--- config.mk ---
export PLATFORM = sky130hd
export DESIGN_NAME = rms_deviation_accumulator
export DESIGN_NICKNAME = d
export VERILOG_FILES = /design/src/hw/rtl/rmsd_pkg.sv /design/src/hw/rtl/rms_deviation_accumulator.sv /design/src/hw/rtl/rmsd_front.sv /design/src/hw/rtl/rmsd_jobq.sv /design/src/hw/rtl/rmsd_back.sv
export SDC_FILE = /design/constraint.sdc
export NUM_CORES = 2
export LEC_CHECK = 0
export BUFFER_PORTS_ARGS = -buffer_cell sky130_fd_sc_hd__buf_2
export CORE_MARGIN = 2
export CORE_UTILIZATION = 35
export DETAILED_ROUTE_END_ITERATION = 8
export GPL_TIMING_DRIVEN = 1
export PLACE_DENSITY = 0.53
export SLEW_MARGIN = 5
export SYNTH_ARGS = -nofsm -noshare
export SYNTH_HDL_FRONTEND = slang
export SYNTH_SLANG_ARGS = --single-unit
--- constraint.sdc ---
create_clock -name clk -period 11.45 [get_ports clk]
set_input_delay 2.29 -clock clk [delete_from_list [all_inputs] [get_ports clk]]
set_output_delay 2.29 -clock clk [all_outputs]
set_load 0.02 [all_outputs]
--- src/hw/rtl/rmsd_pkg.sv ---
`timescale 1ns / 1ps
`default_nettype none

package rmsd_pkg;

	localparam int FIELD_W = 20;
	localparam int SUM_W   = 60;
	localparam int CNT_W   = 17;
	localparam int RMS_W   = 21;
	localparam int ROOT_W  = SUM_W / 2;
	localparam int STEP_W  = $clog2(SUM_W);

	localparam int JOBQ_DEPTH = 4;
	localparam int JOBQ_PTR_W = $clog2(JOBQ_DEPTH);
	localparam int JOBQ_LVL_W = $clog2(JOBQ_DEPTH + 1);

	typedef struct packed {
		logic [FIELD_W-1:0] first_x;
		logic [FIELD_W-1:0] first_y;
		logic [FIELD_W-1:0] first_z;
		logic [FIELD_W-1:0] second_x;
		logic [FIELD_W-1:0] second_y;
		logic [FIELD_W-1:0] second_z;
		logic               last_pair;
	} pair_t;

	typedef struct packed {
		logic [RMS_W-1:0] rms_value;
		logic [CNT_W-1:0] pairs_used;
		logic             overflow;
	} result_t;

	// one finished set, handed from accumulator to the divide/root unit
	typedef struct packed {
		logic [SUM_W-1:0] sum;
		logic [CNT_W-1:0] count;
		logic             dropped;
	} job_t;

	typedef enum logic [1:0] {
		ST_IDLE,
		ST_DIV,
		ST_SQRT,
		ST_HOLD
	} back_state_t;

endpackage

`default_nettype wire

--- src/hw/rtl/rms_deviation_accumulator.sv ---
// Channel  | Handshake         | Payload             | Moves on
// pairs    | push / full       | pair   (pair_t)     | push && !full
// results  | pop / empty       | result (result_t)   | pop && !empty
//
// Pairs go in at one request per cycle while full is low, through a three-stage square-and-sum pipeline.
// A set's result comes from the shared bit-serial divider and square-root unit
// once its last pair has cleared the pipeline and the unit has taken its job.
// A four-entry job queue between accumulator and divider holds finished sets;
// full rises while four set ends are queued or in flight.
// Reset is asynchronous and leaves the block ready for a new set at once.
// The result register lets the unit start the next set while one result waits;
// a second finished result holds the unit until pop, and the job queue then backs up.
`timescale 1ns / 1ps
`default_nettype none

module rms_deviation_accumulator #(
	parameter int MAX_PAIRS  = 65536,
	parameter int COORD_BITS = 20
) (
	input  wire logic              clk,
	input  wire logic              arst_n,
	input  wire logic              push,
	output logic                   full,
	input  wire rmsd_pkg::pair_t   pair,
	output logic                   empty,
	input  wire logic              pop,
	output rmsd_pkg::result_t      result
);

	logic                                job_push;
	rmsd_pkg::job_t                      wr_job;
	rmsd_pkg::job_t                      rd_job;
	logic                                job_pop;
	logic [rmsd_pkg::JOBQ_LVL_W-1:0]     jobq_level;

	rmsd_front #(
		.MAX_PAIRS  (MAX_PAIRS),
		.COORD_BITS (COORD_BITS)
	) u_front (
		.clk        (clk),
		.arst_n     (arst_n),
		.push       (push),
		.full       (full),
		.pair       (pair),
		.jobq_level (jobq_level),
		.job_push   (job_push),
		.job        (wr_job)
	);

	rmsd_jobq u_jobq (
		.clk    (clk),
		.arst_n (arst_n),
		.push   (job_push),
		.wr_job (wr_job),
		.pop    (job_pop),
		.rd_job (rd_job),
		.level  (jobq_level)
	);

	rmsd_back u_back (
		.clk       (clk),
		.arst_n    (arst_n),
		.job_avail (jobq_level != '0),
		.job       (rd_job),
		.job_pop   (job_pop),
		.empty     (empty),
		.pop       (pop),
		.result    (result)
	);

endmodule

`default_nettype wire

--- src/hw/rtl/rmsd_front.sv ---
`timescale 1ns / 1ps
`default_nettype none

module rmsd_front #(
	parameter int MAX_PAIRS  = 65536,
	parameter int COORD_BITS = 20
) (
	input  wire logic                          clk,
	input  wire logic                          arst_n,
	input  wire logic                          push,
	output logic                               full,
	input  wire rmsd_pkg::pair_t               pair,
	input  wire logic [rmsd_pkg::JOBQ_LVL_W-1:0] jobq_level,
	output logic                               job_push,
	output rmsd_pkg::job_t                     job
);

	localparam int DIFF_W = COORD_BITS + 1;
	localparam int SQ_W   = 2 * COORD_BITS;
	localparam int D2_W   = SQ_W + 2;
	localparam int CNT_W  = rmsd_pkg::CNT_W;
	localparam int SUM_W  = rmsd_pkg::SUM_W;
	localparam int PEND_W = rmsd_pkg::JOBQ_LVL_W + 1;

	logic                    accept;
	logic                    take;
	logic [CNT_W-1:0]        cnt_fin;
	logic                    drp_fin;
	logic [CNT_W-1:0]        count_q;
	logic                    drop_q;
	logic [PEND_W-1:0]       pending;

	logic signed [DIFF_W-1:0] ax, ay, az, bx, by, bz;
	logic signed [2*DIFF_W-1:0] px, py, pz;

	logic                     v_s1, last_s1, take_s1, drp_s1;
	logic [CNT_W-1:0]         cnt_s1;
	logic signed [DIFF_W-1:0] dx_s1, dy_s1, dz_s1;

	logic                     v_s2, last_s2, take_s2, drp_s2;
	logic [CNT_W-1:0]         cnt_s2;
	logic [SQ_W-1:0]          sqx_s2, sqy_s2, sqz_s2;

	logic                     v_s3, last_s3, take_s3, drp_s3;
	logic [CNT_W-1:0]         cnt_s3;
	logic [D2_W-1:0]          d2_s3;

	logic [SUM_W-1:0]         sum_q;
	logic [SUM_W-1:0]         acc_next;

	// a set end in flight must find room in the job queue when it lands
	assign pending = PEND_W'(jobq_level) + PEND_W'(v_s1 & last_s1)
		+ PEND_W'(v_s2 & last_s2) + PEND_W'(v_s3 & last_s3);
	assign full    = pending >= PEND_W'(rmsd_pkg::JOBQ_DEPTH);
	assign accept  = push && !full;

	assign take    = count_q < CNT_W'(MAX_PAIRS);
	assign cnt_fin = take ? count_q + CNT_W'(1) : count_q;
	assign drp_fin = drop_q | !take;

	assign ax = {pair.first_x[COORD_BITS-1], pair.first_x[COORD_BITS-1:0]};
	assign ay = {pair.first_y[COORD_BITS-1], pair.first_y[COORD_BITS-1:0]};
	assign az = {pair.first_z[COORD_BITS-1], pair.first_z[COORD_BITS-1:0]};
	assign bx = {pair.second_x[COORD_BITS-1], pair.second_x[COORD_BITS-1:0]};
	assign by = {pair.second_y[COORD_BITS-1], pair.second_y[COORD_BITS-1:0]};
	assign bz = {pair.second_z[COORD_BITS-1], pair.second_z[COORD_BITS-1:0]};

	assign px = dx_s1 * dx_s1;
	assign py = dy_s1 * dy_s1;
	assign pz = dz_s1 * dz_s1;

	assign acc_next = sum_q + (take_s3 ? SUM_W'(d2_s3) : '0);

	assign job_push    = v_s3 && last_s3;
	assign job.sum     = acc_next;
	assign job.count   = cnt_s3;
	assign job.dropped = drp_s3;

	always_ff @(posedge clk or negedge arst_n) begin
		if (!arst_n) begin
			count_q <= '0;
			drop_q  <= 1'b0;
		end else if (accept) begin
			count_q <= pair.last_pair ? '0 : cnt_fin;
			drop_q  <= pair.last_pair ? 1'b0 : drp_fin;
		end
	end

	always_ff @(posedge clk or negedge arst_n) begin
		if (!arst_n) begin
			v_s1  <= 1'b0;
			v_s2  <= 1'b0;
			v_s3  <= 1'b0;
			sum_q <= '0;
		end else begin
			v_s1 <= accept;
			v_s2 <= v_s1;
			v_s3 <= v_s2;
			if (v_s3) begin
				sum_q <= last_s3 ? '0 : acc_next;
			end
		end
	end

	always_ff @(posedge clk) begin
		last_s1 <= pair.last_pair;
		take_s1 <= take;
		cnt_s1  <= cnt_fin;
		drp_s1  <= drp_fin;
		dx_s1   <= ax - bx;
		dy_s1   <= ay - by;
		dz_s1   <= az - bz;

		last_s2 <= last_s1;
		take_s2 <= take_s1;
		cnt_s2  <= cnt_s1;
		drp_s2  <= drp_s1;
		sqx_s2  <= px[SQ_W-1:0];
		sqy_s2  <= py[SQ_W-1:0];
		sqz_s2  <= pz[SQ_W-1:0];

		last_s3 <= last_s2;
		take_s3 <= take_s2;
		cnt_s3  <= cnt_s2;
		drp_s3  <= drp_s2;
		d2_s3   <= D2_W'(sqx_s2) + D2_W'(sqy_s2) + D2_W'(sqz_s2);
	end

	a_count_bound: assert property (@(posedge clk) disable iff (!arst_n)
		count_q <= CNT_W'(MAX_PAIRS))
		else $error("pair count beyond capacity");

	a_pending_bound: assert property (@(posedge clk) disable iff (!arst_n)
		pending <= PEND_W'(rmsd_pkg::JOBQ_DEPTH))
		else $error("more set ends in flight than job queue room");

endmodule

`default_nettype wire

--- src/hw/rtl/rmsd_jobq.sv ---
`timescale 1ns / 1ps
`default_nettype none

module rmsd_jobq (
	input  wire logic                            clk,
	input  wire logic                            arst_n,
	input  wire logic                            push,
	input  wire rmsd_pkg::job_t                  wr_job,
	input  wire logic                            pop,
	output rmsd_pkg::job_t                       rd_job,
	output logic [rmsd_pkg::JOBQ_LVL_W-1:0]      level
);

	localparam int PTR_W = rmsd_pkg::JOBQ_PTR_W;
	localparam int LVL_W = rmsd_pkg::JOBQ_LVL_W;

	rmsd_pkg::job_t    mem_q [rmsd_pkg::JOBQ_DEPTH];
	logic [PTR_W-1:0]  wr_ptr_q;
	logic [PTR_W-1:0]  rd_ptr_q;
	logic [LVL_W-1:0]  level_q;

	assign rd_job = mem_q[rd_ptr_q];
	assign level  = level_q;

	always_ff @(posedge clk) begin
		if (push) begin
			mem_q[wr_ptr_q] <= wr_job;
		end
	end

	always_ff @(posedge clk or negedge arst_n) begin
		if (!arst_n) begin
			wr_ptr_q <= '0;
			rd_ptr_q <= '0;
			level_q  <= '0;
		end else begin
			if (push) begin
				wr_ptr_q <= wr_ptr_q + PTR_W'(1);
			end
			if (pop) begin
				rd_ptr_q <= rd_ptr_q + PTR_W'(1);
			end
			case ({push, pop})
				2'b10:   level_q <= level_q + LVL_W'(1);
				2'b01:   level_q <= level_q - LVL_W'(1);
				default: level_q <= level_q;
			endcase
		end
	end

	a_no_overrun: assert property (@(posedge clk) disable iff (!arst_n)
		push && !pop |-> level_q < LVL_W'(rmsd_pkg::JOBQ_DEPTH))
		else $error("job queue overrun");

endmodule

`default_nettype wire

--- src/hw/rtl/rmsd_back.sv ---
`timescale 1ns / 1ps
`default_nettype none

module rmsd_back (
	input  wire logic                        clk,
	input  wire logic                        arst_n,
	input  wire logic                        job_avail,
	input  wire rmsd_pkg::job_t              job,
	output logic                             job_pop,
	output logic                             empty,
	input  wire logic                        pop,
	output rmsd_pkg::result_t                result
);

	localparam int SUM_W  = rmsd_pkg::SUM_W;
	localparam int CNT_W  = rmsd_pkg::CNT_W;
	localparam int ROOT_W = rmsd_pkg::ROOT_W;
	localparam int STEP_W = rmsd_pkg::STEP_W;
	localparam int RMS_W  = rmsd_pkg::RMS_W;

	rmsd_pkg::back_state_t state_q, state_d;

	logic [SUM_W-1:0]    dvd_q;     // dividend, shifted out as the quotient comes in
	logic [CNT_W:0]      rem_q;
	logic [CNT_W-1:0]    dvs_q;
	logic                drp_q;
	logic [STEP_W-1:0]   step_q;
	logic [ROOT_W+1:0]   sq_rem_q;
	logic [ROOT_W-1:0]   root_q;
	rmsd_pkg::result_t   out_q;
	logic                out_v_q;

	logic [CNT_W:0]      rem_sh;
	logic                div_ge;
	logic [ROOT_W+1:0]   sq_try;
	logic [ROOT_W+1:0]   sq_sub;
	logic                sq_ge;
	logic                out_load;

	assign rem_sh = {rem_q[CNT_W-1:0], dvd_q[SUM_W-1]};
	assign div_ge = rem_sh >= {1'b0, dvs_q};

	assign sq_try = {sq_rem_q[ROOT_W-1:0], dvd_q[SUM_W-1 -: 2]};
	assign sq_sub = {root_q, 2'b01};
	assign sq_ge  = sq_try >= sq_sub;

	assign empty  = !out_v_q;
	assign result = out_q;

	always_comb begin
		state_d  = state_q;
		job_pop  = 1'b0;
		out_load = 1'b0;
		unique case (state_q)
			rmsd_pkg::ST_IDLE: begin
				if (job_avail) begin
					job_pop = 1'b1;
					state_d = rmsd_pkg::ST_DIV;
				end
			end
			rmsd_pkg::ST_DIV: begin
				if (step_q == '0) state_d = rmsd_pkg::ST_SQRT;
			end
			rmsd_pkg::ST_SQRT: begin
				if (step_q == '0) state_d = rmsd_pkg::ST_HOLD;
			end
			rmsd_pkg::ST_HOLD: begin
				if (!out_v_q || pop) begin
					out_load = 1'b1;
					state_d  = rmsd_pkg::ST_IDLE;
				end
			end
			default: state_d = rmsd_pkg::ST_IDLE;
		endcase
	end

	always_ff @(posedge clk or negedge arst_n) begin
		if (!arst_n) begin
			state_q <= rmsd_pkg::ST_IDLE;
			out_v_q <= 1'b0;
		end else begin
			state_q <= state_d;
			if (out_load) begin
				out_v_q <= 1'b1;
			end else if (pop) begin
				out_v_q <= 1'b0;
			end
		end
	end

	always_ff @(posedge clk) begin
		unique case (state_q)
			rmsd_pkg::ST_IDLE: begin
				dvd_q  <= job.sum;
				dvs_q  <= job.count;
				drp_q  <= job.dropped;
				rem_q  <= '0;
				step_q <= STEP_W'(SUM_W - 1);
			end
			rmsd_pkg::ST_DIV: begin
				rem_q <= div_ge ? rem_sh - {1'b0, dvs_q} : rem_sh;
				dvd_q <= {dvd_q[SUM_W-2:0], div_ge};
				if (step_q == '0) begin
					step_q   <= STEP_W'(ROOT_W - 1);
					sq_rem_q <= '0;
					root_q   <= '0;
				end else begin
					step_q <= step_q - STEP_W'(1);
				end
			end
			rmsd_pkg::ST_SQRT: begin
				// one root bit per step, two radicand bits in
				sq_rem_q <= sq_ge ? sq_try - sq_sub : sq_try;
				root_q   <= {root_q[ROOT_W-2:0], sq_ge};
				dvd_q    <= {dvd_q[SUM_W-3:0], 2'b00};
				step_q   <= step_q - STEP_W'(1);
			end
			rmsd_pkg::ST_HOLD: begin
				if (out_load) begin
					out_q.rms_value  <= (dvs_q == '0) ? '0 : root_q[RMS_W-1:0];
					out_q.pairs_used <= dvs_q;
					out_q.overflow   <= drp_q;
				end
			end
			default: begin
				step_q <= '0;
			end
		endcase
	end

	a_hold_drains: assert property (@(posedge clk) disable iff (!arst_n)
		state_q == rmsd_pkg::ST_HOLD && !out_v_q |=> out_v_q)
		else $error("finished root not moved to result register");

endmodule

`default_nettype wire
==> impl_metrics.json <==
{
  "root_buffer": "clkbuf_16",
  "reg2reg_from": "u_front.dy_s1[20]",
  "r2r-end": "u_front.sqy_s2[39]",
  "grt_setup_unrepaired": "false",
  "synth_flop_cell": "edfxtp_1",
  "tns_ns": 0,
  "synth_nets": 9998,
  "syn-instance-count": 8053,
  "startpoint": "u_front.dy_s1[20]",
  "hold_start": "u_front.cnt_s1[9]",
  "finalSetupViolations": 0,
  "final_nets": 10100,
  "fp.dieW_um": 493,
  "fin_crit_ns": 9.21,
  "post_cts_buffers": 0,
  "grt_usage_pct": 16.1,
  "path_clk_slew_ns": 0.06,
  "insertion_delay_ns": 0.75,
  "drc_errors": 0,
  "grt_pass1_vias": 59000,
  "dieArea_um2": 243000,
  "core-area_um2": 238000,
  "fmax_ghz": 0.109,
  "reg2regPathDepth": 24,
  "seq_area_frac_synth_pct": 27.9,
  "tightest_slew_ns": 1.22,
  "yosysUniqueCellTypes": 94,
  "wl_mm": 191,
  "ctsLongestPathBuffers": 3,
  "start_util_pct": 35.2,
  "hold_viol": 0,
  "rows": 179,
  "synthArstFlopShare_pct": 10.3,
  "path_class": "reg2reg",
  "grt_first_pass_wirelength_mm": 315,
  "ys_ff_latch": 885,
  "place_congestion": 0.869,
  "timing.hold.ws_ns": 0.322,
  "die_y_um": 493,
  "timing.final.crit_share_pct": 80.4,
  "nFillCells": 23300,
  "numCtsBuffers": 100,
  "vias": 54700,
  "status": "complete, no violations",
  "dpl_worst_slack_ns": 2.25,
  "r2r_slack_ns": 2.24,
  "multi_input_area_um2": 52700,
  "synth_top_area_share_pct": 29.0,
  "ant_nets": 0,
  "io_pins": 166,
  "worstPathArrival_ns": 9.84,
  "crit_fanout": 25,
  "timing.final.ws_setup_ns": 2.24,
  "fin_worst_skew_ns": 0.0752,
  "ctsResizeCount": 0,
  "startpoint_type": "flip-flop",
  "area_delta_synth_final_pct": 9.53,
  "ys.warnings.count": 0,
  "regArea_um2": 23300,
  "whs_endpoint": "u_front.cnt_s2[9]",
  "vias_per_cell": 4.79,
  "grt_remaining_overflow": 0,
  "cts_tree": "done",
  "h-tree-depth": 3,
  "min_path_cells": 0,
  "grt_antenna_before_repair": 7,
  "synth.avg_cell_area_um2": 10.4,
  "maxCapViolCount": 0,
  "grt_max_degree": 73,
  "cts.sink_count": 885,
  "synth_top_cell_by_area": "fa_1",
  "port-buffer-count": 165,
  "ctsHoldBuffers": 0,
  "drt_iter0_drc": 2677,
  "drive_gt1_share_pct": 6.76,
  "wl_per_cell_um": 16.7,
  "required_ns": 12.08,
  "synthTopCellsByArea": "fa_1 (29%), edfxtp_1 (18%), ha_1 (9.1%)",
  "detailed_place_hpwl_mm": 147,
  "synth_edf_count": 512,
  "synth_area_um2": 83600,
  "first_pass_iters": 5,
  "worstHoldPathType": "reg2reg",
  "endpoint_kind": "flip-flop",
  "relSlewSlack_pct": 18.0,
  "slew_viol_final": 0
}
[synthesized netlist by cell type, types with 106 or more instances]
cell type	number
xor2_1	108
fa_1	1210
edfxtp_1	512
clkbuf_1	198
a21oi_1	265
a21o_1	106
xnor2_1	285
nor2_1	531
ha_1	610
and2_1	261
dfxtp_1	282
o21ai_0	180
inv_1	1794
nand2_1	580
[how the worst max path moves through the flow]
stage	slack (ns)	end	depth (start not counted)
finish	2.24	u_front.sqy_s2[39]	24
global route	1.57	u_front.sqy_s2[39]	24
CTS	2.22	u_front.sqy_s2[39]	24
detailed placement	2.25	u_front.sqy_s2[39]	24
global placement	2.36	u_front.sqy_s2[39]	24
floorplan	4.08	u_front.sqx_s2[39]	26
[registers in the layout, indices dropped and copies added, names as in the netlist, 39 cells and up]
| name | count |
|---|---|
| u_jobq.mem_q | 312 |
| u_back.dvd_q | 60 |
| u_front.sum_q | 60 |
| u_front.d2_s3 | 42 |
| u_back.result | 39 |
| u_front.sqx_s2 | 39 |
| u_front.sqy_s2 | 39 |
| u_front.sqz_s2 | 39 |
[stage by stage]
stage	std cells	area [µm²]	utilization, %
after floorplan	8053	83600	-
after global placement	11200	88100	37.1
after detailed placement	11200	88100	37.1
after CTS	11400	91500	38.5
after global routing	11400	91500	38.5
final	11400	91500	38.5
[worst max-delay path, cell delays in order, from the launching register on]
cell and delay (ns):
dfxtp_1 0.94, clkinv_1 0.81, nor2_1 0.53, fa_1 0.60, fa_1 0.60, inv_1 0.06, fa_1 0.65, inv_1 0.25
fa_1 0.51, fa_1 0.50, fa_1 0.49, inv_1 0.05, fa_1 0.49, inv_1 0.04, ha_1 0.35, nand2_1 0.11
or4b_2 0.64, nor2_1 0.19, nand3_1 0.10, o2111ai_1 0.39, nand2_1 0.15, o211a_1 0.27, o21bai_1 0.16, a21oi_1 0.09
xnor2_1 0.12
[cells by family (layout without fill, tap and decap cells)]
family          count (synthesis)  in the layout  synth area share (%)
compound gates               1028           1028                  8.29
xor+xnor                      393            393                  4.12
fa+ha+maj                    1820           1820                  38.1
buf+inv                      2032           2234                  9.19
flops                         885            885                  27.9
mux                           113            113                  2.53
other cells                     0              1                     0
simple gates                 1782           1782                  9.89
[final cells by class]
| class | instances | share of cell area, % |
|---|---|---|
| multi-input combinational | 5136 | 57.5 |
| sequential | 885 | 25.5 |
| inverter | 1802 | 7.39 |
| tap | 3167 | 4.33 |
| clock buffer | 136 | 3.00 |
| timing repair buffer | 243 | 1.54 |
| clock inverter | 53 | 0.742 |
| antenna | 1 | 0.00273 |
[metal layers]
layer,vias to the layer above,track usage [%],routed length [µm]
li1,25900,-,-
met2,920,28.5,96100
met5,-,0,13
met4,2,4.27,4680
met1,27600,21.0,83400
met3,224,1.63,6860
[layout by cell type, fill, tap and decap left out, types with 89 or more instances in the layout]
master	n
o21ai_0	179
fa_1	1210
ha_1	607
xor2_1	108
dfrtp_1	89
xnor2_1	285
clkbuf_16	101
buf_2	164
a21o_1	106
dfxtp_1	282
a21oi_1	264
and2_1	260
inv_1	1792
edfxtp_1	512
nand2_1	580
nor2_1	530
Power is left out: the tool's default activity adds up to more than one toggle a clock period on the data nets, which glitch-free logic cannot reach.
